===== src/sv/indexed_sequential_list_top_defines.svh =====
// ----------------------------------------------------------------------------
// Indexed sequential list assertion macros
// Shared property forms for the list block checks.
// ----------------------------------------------------------------------------
`ifndef INDEXED_SEQUENTIAL_LIST_TOP_DEFINES_SVH
`define INDEXED_SEQUENTIAL_LIST_TOP_DEFINES_SVH

// Same-cycle implication, disabled during reset.
`define ISL_ASSERT_SAME(lbl, clk, rst_n, ante, cons) \
    lbl: assert property (@(posedge clk) disable iff (!(rst_n)) (ante) |-> (cons)) \
        else $error("isl check failed");

// Next-cycle implication, disabled during reset.
`define ISL_ASSERT_NEXT(lbl, clk, rst_n, ante, cons) \
    lbl: assert property (@(posedge clk) disable iff (!(rst_n)) (ante) |=> (cons)) \
        else $error("isl check failed");

`endif


===== src/sv/isl_pkg.sv =====
// ----------------------------------------------------------------------------
// Indexed sequential list package
// Operation and status codes, sequencer states and scan unit control.
// ----------------------------------------------------------------------------
package isl_pkg;

    typedef enum logic [3:0] {
        OP_INSERT  = 4'd0,
        OP_APPEND  = 4'd1,
        OP_REMOVE  = 4'd2,
        OP_UPDATE  = 4'd3,
        OP_READ    = 4'd4,
        OP_SWAP    = 4'd5,
        OP_REVERSE = 4'd6,
        OP_COUNT   = 4'd7,
        OP_MAX     = 4'd8,
        OP_MIN     = 4'd9,
        OP_CLEAR   = 4'd10
    } t_op;

    typedef enum logic [1:0] {
        ST_OK      = 2'd0,
        ST_ILLEGAL = 2'd1,
        ST_FULL    = 2'd2
    } t_status;

    typedef enum logic [2:0] {
        S_IDLE,
        S_INS,
        S_PUT,
        S_REM,
        S_RD,
        S_PA,
        S_PB,
        S_SCAN
    } t_state;

    typedef struct packed {
        logic clear;
        logic valid;
        t_op  op;
    } t_scan_ctl;

endpackage


===== src/sv/isl_scan_unit.sv =====
// ----------------------------------------------------------------------------
// Indexed sequential list scan unit
// Shared compare unit: match count, running maximum or running minimum.
// ----------------------------------------------------------------------------
module isl_scan_unit (
    input  logic               i_clk,
    input  logic               i_rst_n,
    input  isl_pkg::t_scan_ctl i_ctl,
    input  logic signed [31:0] i_elem,
    input  logic signed [31:0] i_value,
    output logic signed [31:0] o_next
);
    import isl_pkg::*;

    logic signed [31:0] r_acc;
    logic signed [31:0] n_acc;
    logic               r_have;
    logic               n_have;

    always_comb begin
        n_acc  = r_acc;
        n_have = r_have;
        if (i_ctl.clear) begin
            n_acc  = 32'sd0;
            n_have = 1'b0;
        end else if (i_ctl.valid) begin
            n_have = 1'b1;
            case (i_ctl.op)
                OP_COUNT: begin
                    if (i_elem == i_value) begin
                        n_acc = r_acc + 32'sd1;
                    end
                end
                OP_MAX: begin
                    if (!r_have || (i_elem > r_acc)) begin
                        n_acc = i_elem;
                    end
                end
                OP_MIN: begin
                    if (!r_have || (i_elem < r_acc)) begin
                        n_acc = i_elem;
                    end
                end
                default: begin
                    n_acc = r_acc;
                end
            endcase
        end
    end

    always_ff @(posedge i_clk) begin
        if (!i_rst_n) begin
            r_have <= 1'b0;
        end else begin
            r_have <= n_have;
        end
    end

    always_ff @(posedge i_clk) begin
        r_acc <= n_acc;
    end

    assign o_next = n_acc;

endmodule


===== config.mk =====
export PLATFORM = sky130hd
export DESIGN_NAME = isl_scan_unit
export DESIGN_NICKNAME = d
export VERILOG_FILES = /design/src/sv/indexed_sequential_list_top_defines.svh /design/src/sv/isl_pkg.sv /design/src/sv/isl_scan_unit.sv
export SDC_FILE = /design/constraint.sdc
export NUM_CORES = 1
export LEC_CHECK = 0
export BUFFER_PORTS_ARGS = -buffer_cell sky130_fd_sc_hd__buf_2
export CAP_MARGIN = 20
export CORE_MARGIN = 1.5
export CORE_UTILIZATION = 40
export DETAILED_ROUTE_END_ITERATION = 16
export GPL_ROUTABILITY_DRIVEN = 0
export PLACE_DENSITY = 0.67
export SYNTH_ARGS = -nofsm -noshare
export SYNTH_HDL_FRONTEND = slang
export SYNTH_SLANG_ARGS = --single-unit

===== constraint.sdc =====
create_clock -name i_clk -period 3.3 [get_ports i_clk]
set_input_delay 0.33 -clock i_clk [delete_from_list [all_inputs] [get_ports i_clk]]
set_output_delay 0.33 -clock i_clk [all_outputs]
set_load 0.01 [all_outputs]

==> out/results.txt <==
Yosys Warn Count: 0
WP data required: 2.97 ns
Design Area, Final: 0.00613 sq mm
GRT Util Overall: 32.9%
clk_lat worst skew: 0.30 ns
WHS: 0.255 ns
chip width: 97.8 um
WL/cell: 20.8 um
Std-Cell Rows: 34
worst slack at placement: -0.361 ns
maximum level of the CTS H-tree: 2
fin crit share: 122%
Worst setup SP type: register
violated checks: setup timing
largest net degree at the start of global routing: 29
final count of hold timing violations: 0
RSZ-0062 raised after global routing: yes
Synth async-reset ratio: 0%
IO Pins: 104
outcome: finished, violations left
Least-Margin Pin Slew: 0.660 ns
Placed Area: 0.00509 sq mm
switching pwr: 0.000418 W
CTS tree: done
worst vdd ir: 0.000155 V
# fillers: 676
Cell Pwr Density: 209 mW/mm^2
total negative setup slack: -16.70 ns
worst clock skew: 0.0122 ns
root buffer cell: clkbuf_8
clock tree buffer depth: 2
Seq pwr share: 31.8%
Initial DRC Count: 433
Avg Cell Area, Syn: 7.83 sq um
sequential area share after synthesis: 18.4%
Netlist Area Pre-Place: 0.00359 sq mm
post-route setup slack: -0.730 ns
P_leak: 2.54 nW
core area: 0.00872 sq mm
Arr. time, crit path: 3.70 ns
Max-slew headroom: 55.8%
Comb power frac: 34.8%
Initial Util: 41.2%
clk sinks: 33
Primary FF master, synth: dfxtp_1
CTS Buf Count: 5
vias: 5091
final setup fails: 39
Worst setup EP type: primary output
fin nets: 808
area grow syn2layout: 70.6%
Sw Share: 32.6%
vias in the first global route: 5066
clock-pin slew on the worst setup and hold paths: 0.08 ns
Peak Freq: 0.248 GHz
Die Area: 0.00956 sq mm
met2 usage: 56.1%
Total Routed Length: 16900 um
final HPWL from detailed placement: 11500 um
ANT nets after route: 0
Post-route DRC: 0
Post-Syn Nets: 564
global route overflow: 0
Tightest Hold Check Type: input pin to register
met1 Usage GRT: 39.2%
Vias/cell: 6.27
Synth cell types: 67
flops & latches, synth: 33
Finished Layout Cells: 812
EDFF count, synth: 0
Die Span Y: 97.8 um
DRT Pass-1 Iters: 7
critical path type: register to primary output
Synth Instances: 459
Critical Path Fanout Max: 3
fraction of layout cells with a size suffix above 1: 53.8%
max cap viols: 0
global route hottest layer: met2
Port Buf Inserts: 103
Final min period: 4.03 ns
max-slew violations: 0
initial antenna violation count: 0
first-pass GRT wire length: 25300 um
Ant. Diodes: 0
GR Util met3: 7.23%
internal power: 0.000864 W
Clk pwr share: 33.4%
cell count after placement: 775
[cell usage in the layout (no fill, tap or decap), types with 7 or more instances in the layout]
cell type	count
nor3_1	10
nand4_1	17
inv_1	24
nand3_1	18
a21oi_1	30
buf_6	24
nor4_1	16
buf_2	98
dfxtp_1	15
a221oi_2	7
nor2_1	21
ha_1	15
o21ai_0	14
nand2_1	27
buf_4	133
dfxtp_2	18
inv_2	14
xor2_1	32
ha_4	18
[worst max-delay path, stage by stage (launching register included)]
cell and delay [ns]:
dfxtp_2 0.35, inv_2 0.05, ha_4 0.26, nand4_1 0.16
or3_1 0.43, a21o_1 0.18, a31o_4 0.23, buf_6 0.12
a311oi_4 0.36, buf_6 0.16, buf_4 0.10, o311a_1 0.20
o21ai_0 0.10, a221oi_1 0.47, buf_2 0.22
[final timing paths]
kind | startpoint | depth (start not counted) | slack [ns] | to
hold reg to reg | r_acc[9]$_DFF_P_ | 2 | 0.55 | r_acc[9]$_DFF_P_
setup reg to reg | r_acc[5]$_DFF_P_ | 17 | -0.14 | r_acc[31]$_DFF_P_
hold / removal | i_rst_n | 2 | 0.25 | r_have$_SDFFE_PP0P_
setup / recovery | r_acc[5]$_DFF_P_ | 14 | -0.73 | o_next[28]
[routing by layer]
layer  vias up  wire (um)
met5         -          0
met4         0       1170
met3       113       1670
met2       353       7910
met1      2363       6110
li1       2262          -
[synth_stat cells, drive strengths merged (6+ instances only)]
cell type  instances  area [sq um]
inv               38           143
a21oi             36           180
dfxtp             33           661
ha                33           413
xor2              32           280
nand2             30           113
nor2              24          90.1
o21ai             21           105
nand3             19          95.1
nand4             17           106
nor4              17           113
clkbuf            15          56.3
a221oi            10          87.6
nor3              10          50.1
and2               9          58.8
o32ai              9          78.8
xnor2              6          52.6
[power groups by stage]
stage	Clock, W	Sequential (W)	Combinational, W
floorplan	0	0.000418	0.000152
global placement	0	0.000417	0.000333
detailed placement	0	0.000417	0.000341
CTS	0.000430	0.000408	0.000387
global route	0.000447	0.000409	0.000474
finish	0.000428	0.000408	0.000446
[final cells by class]
cell class | count | area [sq um] | area share [%]
multi-input cells | 368 | 3260 | 53.2
repair buffers | 257 | 1790 | 29.3
flip-flops and latches | 33 | 683 | 11.1
inverters | 38 | 143 | 2.33
well taps | 108 | 135 | 2.20
clock buffers | 7 | 86.3 | 1.41
clock inverters | 1 | 30.0 | 0.490
[stage by stage]
step / total power, W / utilization, %
floorplan: 0.000570 / -
global placement: 0.000749 / 58.4
detailed placement: 0.000758 / 58.4
CTS: 0.00122 / 65.7
global route: 0.00133 / 70.3
finish: 0.00128 / 70.3
[logic make-up (layout without fill, tap and decap cells)]
| kind of cell | after synthesis | in the layout | synth area share [%] |
|---|---|---|---|
| adders and majority gates | 33 | 33 | 11.5 |
| buffers and inverters | 58 | 303 | 6.82 |
| DFF | 33 | 33 | 18.4 |
| muxes | 5 | 5 | 1.53 |
| xor gates and xnor gates | 38 | 38 | 9.26 |
| and+or+nand+nor | 149 | 149 | 22.5 |
| AOI/OAI and AO/OA | 143 | 143 | 30.0 |
[repair_timing]
action | CTS | global route
resized for setup | 78 | 69
hold buffers | 0 | 0
gates cloned | 1 | 0
pin swaps | 34 | 30
endpoints found under the hold margin | 0 | 0
buffers inserted | 15 | 17
endpoints found under the setup margin | 32 | 33
[registers in the layout (all words and copies together) (netlist names)]
register and count:
r_acc 32, r_have 1
(Power assumes the default switching activity.)
